`config.mk`:
```
export PLATFORM = sky130hd
export DESIGN_NAME = pulse_period_heart_rate_core_flat
export DESIGN_NICKNAME = d
export VERILOG_FILES = /design/src/pphr_pkg.sv /design/src/pphr_if.sv /design/src/pphr_div.sv /design/src/pulse_period_heart_rate_core.sv /design/src/flat_wrapper.sv
export VERILOG_INCLUDE_DIRS = /design/src /design/src/src
export SDC_FILE = /design/constraint.sdc
export NUM_CORES = 1
export LEC_CHECK = 0
export ABC_CLOCK_PERIOD_IN_PS = 4300
export BUFFER_PORTS_ARGS = -buffer_cell sky130_fd_sc_hd__buf_2
export CAP_MARGIN = 20
export CORE_ASPECT_RATIO = 1.2
export CORE_MARGIN = 2
export CORE_UTILIZATION = 60
export DETAILED_ROUTE_END_ITERATION = 8
export GPL_TIMING_DRIVEN = 0
export PLACE_DENSITY = 0.79
export SKIP_LAST_GASP = 1
export SLEW_MARGIN = 25
export SYNTH_ARGS = -nofsm -noshare
export SYNTH_HDL_FRONTEND = slang
export SYNTH_SLANG_ARGS = --single-unit
```
`constraint.sdc`:
```
create_clock -name clock -period 4.3 [get_ports clock]
set_input_delay 0.86 -clock clock [delete_from_list [all_inputs] [get_ports clock]]
set_output_delay 0.86 -clock clock [all_outputs]
set_load 0.005 [all_outputs]
```
`src/assert_macros.svh`:
```
// Assertion macros shared by the heart rate core RTL.
`ifndef ASSERT_MACROS_SVH
`define ASSERT_MACROS_SVH

`ifndef NO_ASSERTIONS

// Condition must hold at every clock edge outside reset.
`define ASSERT_ALWAYS(label, clk, rst, cond, msg) \
   label: assert property (@(posedge clk) disable iff (rst) (cond)) else $error(msg);

// Antecedent true implies consequent true in the same cycle.
`define ASSERT_IMPLIES(label, clk, rst, ante, cons, msg) \
   label: assert property (@(posedge clk) disable iff (rst) (ante) |-> (cons)) \
      else $error(msg);

`else

`define ASSERT_ALWAYS(label, clk, rst, cond, msg)
`define ASSERT_IMPLIES(label, clk, rst, ante, cons, msg)

`endif

`endif

```
`src/pphr_pkg.sv`:
```
// Types, constants and codes for the pulse period heart rate core.
package pphr_pkg;

   // field widths
   localparam int PERIOD_W   = 16;
   localparam int RATE_W     = 8;
   localparam int RC_W       = 32;
   localparam int CSR_IDX_W  = 2;
   localparam int CSR_DATA_W = 32;

   // shared divider widths
   localparam int DIV_DIVIDEND_W = 32;
   localparam int DIV_DIVISOR_W  = 16;
   localparam int DIV_STEP_W     = 6;

   // default averaging window
   localparam int WINDOW_COUNT_DEF = 3;

   // register reset values
   localparam logic [PERIOD_W-1:0] MIN_PERIOD_RST    = 16'd4600;
   localparam logic [PERIOD_W-1:0] MAX_PERIOD_RST    = 16'd12000;
   localparam logic [RC_W-1:0]     RATE_CONSTANT_RST = 32'd600000;

   localparam logic [RATE_W-1:0] RATE_MAX = 8'hFF;

   // request action codes
   localparam logic ACTION_CAPTURE = 1'b0;
   localparam logic ACTION_READ    = 1'b1;

   // configuration register indexes
   typedef enum logic [CSR_IDX_W-1:0] {
      CSR_MIN_PERIOD    = 2'd0,
      CSR_MAX_PERIOD    = 2'd1,
      CSR_RATE_CONSTANT = 2'd2
   } csr_index_type;

   // divider command
   typedef struct packed {
      logic                      start;
      logic [DIV_STEP_W-1:0]     steps;
      logic [DIV_DIVIDEND_W-1:0] dividend;
      logic [DIV_DIVISOR_W-1:0]  divisor;
   } div_req_type;

   // divider status
   typedef struct packed {
      logic                      busy;
      logic                      done;
      logic [DIV_DIVIDEND_W-1:0] quotient;
   } div_sts_type;

endpackage

```
`src/pphr_if.sv`:
```
// Handshake channel interfaces for the heart rate core.

// Request channel: capture or read.
interface pphr_req_if import pphr_pkg::*; ();
   logic                valid;
   logic                ready;
   logic                action;
   logic [PERIOD_W-1:0] period;

   modport source (output valid, output action, output period, input ready);
   modport sink   (input valid, input action, input period, output ready);
endinterface

// Response channel: rate result.
interface pphr_rsp_if import pphr_pkg::*; ();
   logic              valid;
   logic              ready;
   logic [RATE_W-1:0] rate;
   logic              done_res;

   modport source (output valid, output rate, output done_res, input ready);
   modport sink   (input valid, input rate, input done_res, output ready);
endinterface

// Configuration write channel.
interface pphr_csr_if import pphr_pkg::*; ();
   logic                  valid;
   logic                  ready;
   logic [CSR_IDX_W-1:0]  index;
   logic [CSR_DATA_W-1:0] data;

   modport source (output valid, output index, output data, input ready);
   modport sink   (input valid, input index, input data, output ready);
endinterface

```
`src/pphr_div.sv`:
```
// Shared restoring divider, one quotient bit per cycle.
module pphr_div import pphr_pkg::*; (
   input  logic        clock,
   input  logic        reset,
   input  div_req_type div_req,
   output div_sts_type div_sts
);

   logic [DIV_DIVISOR_W-1:0]  rem_ff, rem_in;
   logic [DIV_DIVIDEND_W-1:0] quo_ff, quo_in;
   logic [DIV_DIVISOR_W-1:0]  dvsr_ff, dvsr_in;
   logic [DIV_STEP_W-1:0]     cnt_ff, cnt_in;
   logic                      busy_ff, busy_in;
   logic                      done_ff, done_in;

   logic [DIV_DIVISOR_W:0] shifted;
   logic [DIV_DIVISOR_W:0] diff;
   logic                   ge;

   // trial subtract of the divisor from the shifted remainder
   assign shifted = {rem_ff, quo_ff[DIV_DIVIDEND_W-1]};
   assign diff    = shifted - {1'b0, dvsr_ff};
   assign ge      = (shifted >= {1'b0, dvsr_ff});

   always_comb begin
      rem_in  = rem_ff;
      quo_in  = quo_ff;
      dvsr_in = dvsr_ff;
      cnt_in  = cnt_ff;
      busy_in = busy_ff;
      done_in = 1'b0;
      if (div_req.start) begin
         rem_in  = '0;
         quo_in  = div_req.dividend;
         dvsr_in = div_req.divisor;
         cnt_in  = div_req.steps;
         busy_in = 1'b1;
      end else if (busy_ff) begin
         rem_in = ge ? diff[DIV_DIVISOR_W-1:0] : shifted[DIV_DIVISOR_W-1:0];
         quo_in = {quo_ff[DIV_DIVIDEND_W-2:0], ge};
         cnt_in = cnt_ff - DIV_STEP_W'(1);
         if (cnt_ff == DIV_STEP_W'(1)) begin
            busy_in = 1'b0;
            done_in = 1'b1;
         end
      end
   end

   // control under reset, datapath free running
   always_ff @(posedge clock) begin
      if (reset) begin
         busy_ff <= 1'b0;
         done_ff <= 1'b0;
         cnt_ff  <= '0;
      end else begin
         busy_ff <= busy_in;
         done_ff <= done_in;
         cnt_ff  <= cnt_in;
      end
      rem_ff  <= rem_in;
      quo_ff  <= quo_in;
      dvsr_ff <= dvsr_in;
   end

   assign div_sts.busy     = busy_ff;
   assign div_sts.done     = done_ff;
   assign div_sts.quotient = quo_ff;

endmodule

```
`src/pulse_period_heart_rate_core.sv`:
```
// Top level of the pulse period heart rate core.
//
//   channel    direction  payload                      use
//   req_chan   in         action, period               beat capture or rate read
//   rsp_chan   out        rate, done_res               one result per read
//   csr_chan   in         index, data                  min/max period, rate constant
//
// A capture is taken in ST_IDLE; a read with nothing pending passes through ST_EMIT
// into the output register. A read of a pending measurement goes through ST_SUM,
// ST_AVG and ST_RATE on the shared divider, which delivers one quotient bit per
// cycle: first sum / WINDOW_COUNT, then rate_constant / average (skipped for a zero
// average, which gives RATE_MAX). req_chan.ready is low while a read is worked on.
// A finished result waits in the output register; reset is synchronous.
`include "assert_macros.svh"

module pulse_period_heart_rate_core import pphr_pkg::*; #(
   parameter int WINDOW_COUNT = WINDOW_COUNT_DEF
) (
   input  logic         clock,
   input  logic         reset,
   pphr_req_if.sink     req_chan,
   pphr_rsp_if.source   rsp_chan,
   pphr_csr_if.sink     csr_chan
);

   localparam int IDX_W = (WINDOW_COUNT > 1) ? $clog2(WINDOW_COUNT) : 1;
   localparam int SUM_W = PERIOD_W + IDX_W;
   localparam logic [IDX_W-1:0] LAST_IDX = IDX_W'(WINDOW_COUNT - 1);

   typedef enum logic [2:0] {
      ST_IDLE,
      ST_SUM,
      ST_AVG,
      ST_RATE,
      ST_EMIT
   } state_type;

   state_type state_ff, state_in;

   // configuration registers
   logic [PERIOD_W-1:0] min_ff, min_in;
   logic [PERIOD_W-1:0] max_ff, max_in;
   logic [RC_W-1:0]     rc_ff, rc_in;

   // beat tracking
   logic [IDX_W-1:0]    vc_ff, vc_in;
   logic                ready_ff, ready_in;
   logic [PERIOD_W-1:0] intervals_ff [WINDOW_COUNT];
   logic                wr_en;

   // read sequencing
   logic [SUM_W-1:0]  sum_ff, sum_in;
   logic [IDX_W-1:0]  sidx_ff, sidx_in;
   logic [RATE_W-1:0] res_rate_ff, res_rate_in;
   logic              res_done_ff, res_done_in;

   // output register
   logic              rsp_valid_ff, rsp_valid_in;
   logic [RATE_W-1:0] rsp_rate_ff, rsp_rate_in;
   logic              rsp_done_ff, rsp_done_in;

   div_req_type div_req;
   div_sts_type div_sts;

   logic req_xfer;
   logic csr_xfer;
   logic in_window;

   assign req_chan.ready = (state_ff == ST_IDLE);
   assign csr_chan.ready = 1'b1;
   assign req_xfer  = req_chan.valid && req_chan.ready;
   assign csr_xfer  = csr_chan.valid;
   assign in_window = (req_chan.period > min_ff) && (req_chan.period < max_ff);

   pphr_div u_div (
      .clock   (clock),
      .reset   (reset),
      .div_req (div_req),
      .div_sts (div_sts)
   );

   // configuration writes
   always_comb begin
      min_in = min_ff;
      max_in = max_ff;
      rc_in  = rc_ff;
      if (csr_xfer) begin
         case (csr_chan.index)
            CSR_MIN_PERIOD:    min_in = csr_chan.data[PERIOD_W-1:0];
            CSR_MAX_PERIOD:    max_in = csr_chan.data[PERIOD_W-1:0];
            CSR_RATE_CONSTANT: rc_in  = csr_chan.data[RC_W-1:0];
            default: ;
         endcase
      end
   end

   // sequencer
   always_comb begin
      state_in     = state_ff;
      vc_in        = vc_ff;
      ready_in     = ready_ff;
      wr_en        = 1'b0;
      sum_in       = sum_ff;
      sidx_in      = sidx_ff;
      res_rate_in  = res_rate_ff;
      res_done_in  = res_done_ff;
      rsp_valid_in = rsp_valid_ff;
      rsp_rate_in  = rsp_rate_ff;
      rsp_done_in  = rsp_done_ff;
      div_req      = '0;

      // output transfer frees the register
      if (rsp_valid_ff && rsp_chan.ready) begin
         rsp_valid_in = 1'b0;
      end

      case (state_ff)
         ST_IDLE: begin
            if (req_xfer) begin
               if (req_chan.action == ACTION_CAPTURE) begin
                  if (!ready_ff) begin
                     if (in_window) begin
                        wr_en = 1'b1;
                        if (vc_ff == LAST_IDX) begin
                           ready_in = 1'b1;
                           vc_in    = '0;
                        end else begin
                           vc_in = vc_ff + IDX_W'(1);
                        end
                     end else begin
                        vc_in = '0;
                     end
                  end
               end else if (ready_ff) begin
                  ready_in = 1'b0;
                  sum_in   = '0;
                  sidx_in  = '0;
                  state_in = ST_SUM;
               end else begin
                  res_rate_in = '0;
                  res_done_in = 1'b0;
                  state_in    = ST_EMIT;
               end
            end
         end
         ST_SUM: begin
            sum_in  = sum_ff + SUM_W'(intervals_ff[sidx_ff]);
            sidx_in = sidx_ff + IDX_W'(1);
            if (sidx_ff == LAST_IDX) begin
               // average: left-aligned sum divided by the window size
               div_req.start    = 1'b1;
               div_req.steps    = DIV_STEP_W'(SUM_W);
               div_req.dividend = {sum_in, {(DIV_DIVIDEND_W - SUM_W){1'b0}}};
               div_req.divisor  = DIV_DIVISOR_W'(WINDOW_COUNT);
               state_in         = ST_AVG;
            end
         end
         ST_AVG: begin
            if (div_sts.done) begin
               if (div_sts.quotient == '0) begin
                  res_rate_in = RATE_MAX;
                  res_done_in = 1'b1;
                  state_in    = ST_EMIT;
               end else begin
                  div_req.start    = 1'b1;
                  div_req.steps    = DIV_STEP_W'(DIV_DIVIDEND_W);
                  div_req.dividend = rc_ff;
                  div_req.divisor  = div_sts.quotient[DIV_DIVISOR_W-1:0];
                  state_in         = ST_RATE;
               end
            end
         end
         ST_RATE: begin
            if (div_sts.done) begin
               // saturate quotient to eight bits
               if (div_sts.quotient[DIV_DIVIDEND_W-1:RATE_W] != '0) begin
                  res_rate_in = RATE_MAX;
               end else begin
                  res_rate_in = div_sts.quotient[RATE_W-1:0];
               end
               res_done_in = 1'b1;
               state_in    = ST_EMIT;
            end
         end
         ST_EMIT: begin
            if (!rsp_valid_ff || rsp_chan.ready) begin
               rsp_valid_in = 1'b1;
               rsp_rate_in  = res_rate_ff;
               rsp_done_in  = res_done_ff;
               state_in     = ST_IDLE;
            end
         end
         default: state_in = ST_IDLE;
      endcase
   end

   // state and registered outputs
   always_ff @(posedge clock) begin
      if (reset) begin
         state_ff     <= ST_IDLE;
         min_ff       <= MIN_PERIOD_RST;
         max_ff       <= MAX_PERIOD_RST;
         rc_ff        <= RATE_CONSTANT_RST;
         vc_ff        <= '0;
         ready_ff     <= 1'b0;
         sidx_ff      <= '0;
         rsp_valid_ff <= 1'b0;
      end else begin
         state_ff     <= state_in;
         min_ff       <= min_in;
         max_ff       <= max_in;
         rc_ff        <= rc_in;
         vc_ff        <= vc_in;
         ready_ff     <= ready_in;
         sidx_ff      <= sidx_in;
         rsp_valid_ff <= rsp_valid_in;
      end
      sum_ff      <= sum_in;
      res_rate_ff <= res_rate_in;
      res_done_ff <= res_done_in;
      rsp_rate_ff <= rsp_rate_in;
      rsp_done_ff <= rsp_done_in;
   end

   // interval store, written at the running count
   always_ff @(posedge clock) begin
      if (wr_en) begin
         intervals_ff[vc_ff] <= req_chan.period;
      end
   end

   assign rsp_chan.valid    = rsp_valid_ff;
   assign rsp_chan.rate     = rsp_rate_ff;
   assign rsp_chan.done_res = rsp_done_ff;

   `ASSERT_ALWAYS(a_ready_count_clear, clock, reset, !(ready_ff && (vc_ff != '0)), "count not cleared while result pending")
   `ASSERT_ALWAYS(a_count_range, clock, reset, vc_ff <= LAST_IDX, "interval count beyond window")
   `ASSERT_ALWAYS(a_div_no_restart, clock, reset, !(div_req.start && div_sts.busy), "divider restarted while busy")
   `ASSERT_IMPLIES(a_wait_has_div, clock, reset, (state_ff == ST_AVG) || (state_ff == ST_RATE), div_sts.busy || div_sts.done, "waiting on idle divider")
   `ASSERT_IMPLIES(a_empty_read_zero, clock, reset, rsp_valid_ff && !rsp_done_ff, rsp_rate_ff == '0, "empty read with nonzero rate")

endmodule

```
`src/flat_wrapper.sv`:
```
// flat-port wrapper written by rule: the top's interface ports become plain ports
module pulse_period_heart_rate_core_flat import pphr_pkg::*;
#(
   parameter int WINDOW_COUNT = WINDOW_COUNT_DEF
)
  (clock, reset, req_chan_valid, req_chan_action, req_chan_period, req_chan_ready, rsp_chan_valid, rsp_chan_rate, rsp_chan_done_res, rsp_chan_ready, csr_chan_valid, csr_chan_index, csr_chan_data, csr_chan_ready);
  pphr_req_if req_chan_i ();
  pphr_rsp_if rsp_chan_i ();
  pphr_csr_if csr_chan_i ();
  input  logic clock;
  input  logic reset;
  input wire logic [$bits(req_chan_i.valid)-1:0] req_chan_valid;
  input wire logic [$bits(req_chan_i.action)-1:0] req_chan_action;
  input wire logic [$bits(req_chan_i.period)-1:0] req_chan_period;
  output wire logic [$bits(req_chan_i.ready)-1:0] req_chan_ready;
  output wire logic [$bits(rsp_chan_i.valid)-1:0] rsp_chan_valid;
  output wire logic [$bits(rsp_chan_i.rate)-1:0] rsp_chan_rate;
  output wire logic [$bits(rsp_chan_i.done_res)-1:0] rsp_chan_done_res;
  input wire logic [$bits(rsp_chan_i.ready)-1:0] rsp_chan_ready;
  input wire logic [$bits(csr_chan_i.valid)-1:0] csr_chan_valid;
  input wire logic [$bits(csr_chan_i.index)-1:0] csr_chan_index;
  input wire logic [$bits(csr_chan_i.data)-1:0] csr_chan_data;
  output wire logic [$bits(csr_chan_i.ready)-1:0] csr_chan_ready;
  assign req_chan_i.valid = req_chan_valid;
  assign req_chan_i.action = req_chan_action;
  assign req_chan_i.period = req_chan_period;
  assign req_chan_ready = req_chan_i.ready;
  assign rsp_chan_valid = rsp_chan_i.valid;
  assign rsp_chan_rate = rsp_chan_i.rate;
  assign rsp_chan_done_res = rsp_chan_i.done_res;
  assign rsp_chan_i.ready = rsp_chan_ready;
  assign csr_chan_i.valid = csr_chan_valid;
  assign csr_chan_i.index = csr_chan_index;
  assign csr_chan_i.data = csr_chan_data;
  assign csr_chan_ready = csr_chan_i.ready;
  pulse_period_heart_rate_core #(.WINDOW_COUNT(WINDOW_COUNT)) u_core (.clock(clock), .reset(reset), .req_chan(req_chan_i), .rsp_chan(rsp_chan_i), .csr_chan(csr_chan_i));
endmodule
```
==> flow_summary.yaml <==
run_status:
  outcome: "finished, final reports clean"
timing:
  period_minus_slack_ns: 4.06
  fin_crit_sh_pct: 94.3
  setup_viol: 0
  slew_headroom_pct: 40.7
  drv_slew: 0
  rsz0062_at_grt: "false"
  worst_pin_slew_ns: 0.882
  fmax_mhz: 247
  finalHoldViolations: 0
  tns_ns: 0
  finClkSkew_ns: 0.0176
global_route:
  grt_pass1_vias: 8692
  grt_start_max_net_pins: 33
  track_usage_pct: 27.2
  grt-ovfl-total: 0
  grt_pass1_wl_mm: 43.3
  grt_antenna_before_repair: 0
synthesis:
  syn_area_per_cell_sq_um: 9.94
  synth_cell_types: 70
  synthTopCellsByArea: "edfxtp_1 (35%), dfxtp_1 (17%), ha_1 (7.3%), nand2_1 (6.0%), a21oi_1 (4.0%)"
  synth_top_area_share_pct: 34.8
  yosys_warnings: 0
  synthFlopType: "edfxtp_1"
  synth_edf_count: 132
  syn_area_sq_um: 11400
  seq_area_frac_synth_pct: 52.2
  async_flop_share_pct: 0
  synthCells: 1145
  synth_nets: 1269
  ys_ff_latch: 231
  synth_top_area_cell: "edfxtp_1"
route:
  firstDrtPassIters: 5
  initialDrtViolationCount: 662
  num_vias: 8822
  ant_nets: 0
  vias_per_cell: 5.85
  drc: 0
  wl_per_cell_um: 18.1
  drt-total-wl_mm: 27.3
clocking:
  clk_path_buf_depth: 3
  cts.sinks: 231
  cts_setup_buffers: 0
  cts_made_buffers: 24
  clockRootBuffer: "clkbuf_16"
  h-tree-depth: 1
  tritoncts: "built"
  insertion_delay_ns: 0.52
  clk_pin_slew_ns: 0.06
worst_setup_path:
  start_kind: "register"
  worstSetupPathType: "reg2reg"
  cp_num_buf_inv: 1
  slowest_delay_ns: 0.57
  endpoint_kind: "register"
  critPathArrivalTime_ns: 4.30
  crit_chain: "buf_2 > mux2i_1 > o21ai_0 > ha_1 > fa_1 > a211oi_1 > o21ai_0 > a211o_1 > a21bo_2 > a21oi_1 > xor2_1 > o21ai_0"
  slowest_stage: "dfxtp_1"
  cp_common_cell: "o21ai_0"
  path_delay_family: "compound AO/OA/AOI/OAI gates"
  path_max_fanout: 10
  required_ns: 4.55
run:
  drv_cap: 0
power:
  powerDensity_nw_per_um2: 381
  peakVddDrop_mv: 0.317
  leakage_nw: 5.06
  p_total_mw: 4.88
cells_and_area:
  stdcell_area_sq_um: 12800
  most-common-layout-cells: "nand2_1 (182), edfxtp_1 (132), dfxtp_1 (99)"
  drive_gt1_share_pct: 9.90
  syn2layout_area_growth_pct: 12.7
  final_core_util_pct: 68.5
  n_antenna_cell: 0
  mostFrequentLayoutCell: "nand2_1"
  multi_input_area_sq_um: 4990
  regArea_sq_um: 5950
  fillers: 1471
  instances_no_fill: 1509
  finalNetCount: 1359
placed_design:
  dp_cells: 1466
  dpl.hpwl_mm: 20.3
  finalWeightedCongestion: 0.913
  dpl_cell_area_sq_um: 12000
  io_buffers: 65
worst_hold_path:
  hp-class: "reg2reg"
floorplanning:
  core_area_sq_um: 18700
  dieArea_sq_um: 20100
  start_util_pct: 60.8
  die_w_um: 130
  row_count: 55
  ios: 68
  fp.dieH_um: 155
## routing by layer
metal / track usage [%] / part of all wire (%) / vias to the layer above / wire length, um
li1: - / - / 4264 / -
met3: 3.58 / 6.0 / 61 / 1640
met5: 0 / 0 / - / 0
met2: 48.3 / 51 / 285 / 13800
met4: 9.52 / 3.3 / 0 / 893
met1: 33.8 / 40 / 4212 / 11000
## power breakdown
group | switching [mW] | total, mW | internal (mW)
combinational | 0.240 | 0.404 | 0.164
sequential | 0.0358 | 2.42 | 2.39
clock | 0.841 | 2.05 | 1.21
total | 1.12 | 4.88 | 3.77
## through the flow
stage | setup WS (ns) | hold slack [ns]
2_1_floorplan | 0.717 | 0.400
3_3_place_gp | -0.0197 | 0.403
3_5_place_dp | -0.124 | 0.405
4_1_cts | 0.106 | 0.420
5_1_grt | 0.122 | 0.430
6_report | 0.244 | 0.420
## worst reg2reg max path: cells and delay by family (launching register included)
kind            cells  cell delay (ns)
mux                 1             0.22
xor+xnor            1             0.30
flops               1             0.57
fa+ha+maj           2             0.70
compound gates      7             1.61
buf+inv             1             0.40
## cells by family (layout without fill, tap and decap cells)
logic type      after synthesis  after routing  share of synthesized area (%)
mux                          30             30                           2.66
simple gates                395            395                           16.1
xor+xnor                     27             27                           2.08
fa+ha+maj                    68             68                           7.61
flops                       231            231                           52.2
compound gates              277            277                           15.2
other cells                   1              1                         0.0329
buf+inv                     116            224                           4.09
## cell type report
cell class	instances	share of cell area (%)
Multi-Input combinational cell	798	38.9
Clock inverter	9	0.556
Inverter	65	1.90
Buffer	50	1.71
Timing Repair Buffer	65	2.54
Clock buffer	35	5.57
Tap cell	256	2.50
Sequential cell	231	46.3
## registers in the layout (all words and copies together) (netlist names), named ones only
signal	count
u_core.u_div.done_ff	1
u_core.rsp_chan.rate	8
u_core.min_ff	16
u_core.vc_ff	2
u_core.rc_ff	32
u_core.u_div.cnt_ff	6
u_core.res_done_ff	1
u_core.state_ff	3
u_core.sum_ff	18
u_core.ready_ff	1
u_core.res_rate_ff	8
u_core.sidx_ff	2
u_core.u_div.rem_ff	16
u_core.u_div.busy_ff	1
u_core.u_div.dvsr_ff	16
u_core.rsp_chan.valid	1
u_core.max_ff	16
u_core.rsp_chan.done_res	1
u_core.u_div.quo_ff	32
u_core.intervals_ff	48
## final timing paths
path,from,to,slack (ns),cells after the start
hold reg to reg,u_core.res_rate_ff[5],u_core.rsp_chan.rate[5],0.42,0
setup / recovery,register,u_core.u_div.quo_ff[26],0.24,12
hold / removal,u_core.res_rate_ff[5],u_core.rsp_chan.rate[5],0.42,0
setup reg to reg,register,u_core.u_div.quo_ff[26],0.24,12
## cell usage after synthesis, drive strengths merged (3+ instances only)
cell and number:
o21bai 3, buf 8, inv 64, nor3b 3, o22ai 3, o211a 3
a211o 18, nand2 183, o31ai 4, a21boi 3, dfxtp 99, o21a 13
nor4b 3, xor2 11, nand4 13, nand4b 3, nand3b 13, o31a 3
ha 66, clkbuf 43, nor2b 8, a221o 4, nor4 8, and2 18
mux2i 28, nor2 91, a21o 17, edfxtp 132, nand3 9, and3 6
o21ai 71, xnor2 16, nor3 15, a21oi 91, a211oi 8, nand2b 11
a22oi 15, o211ai 8
## timing repair
item,4_1_cts,5_1_grt
cloned,0,0
endpoints found under the setup margin,2,2
hold buffers,0,0
gates resized for setup,1,1
Note: power is estimated with default switching activity, not from simulation.
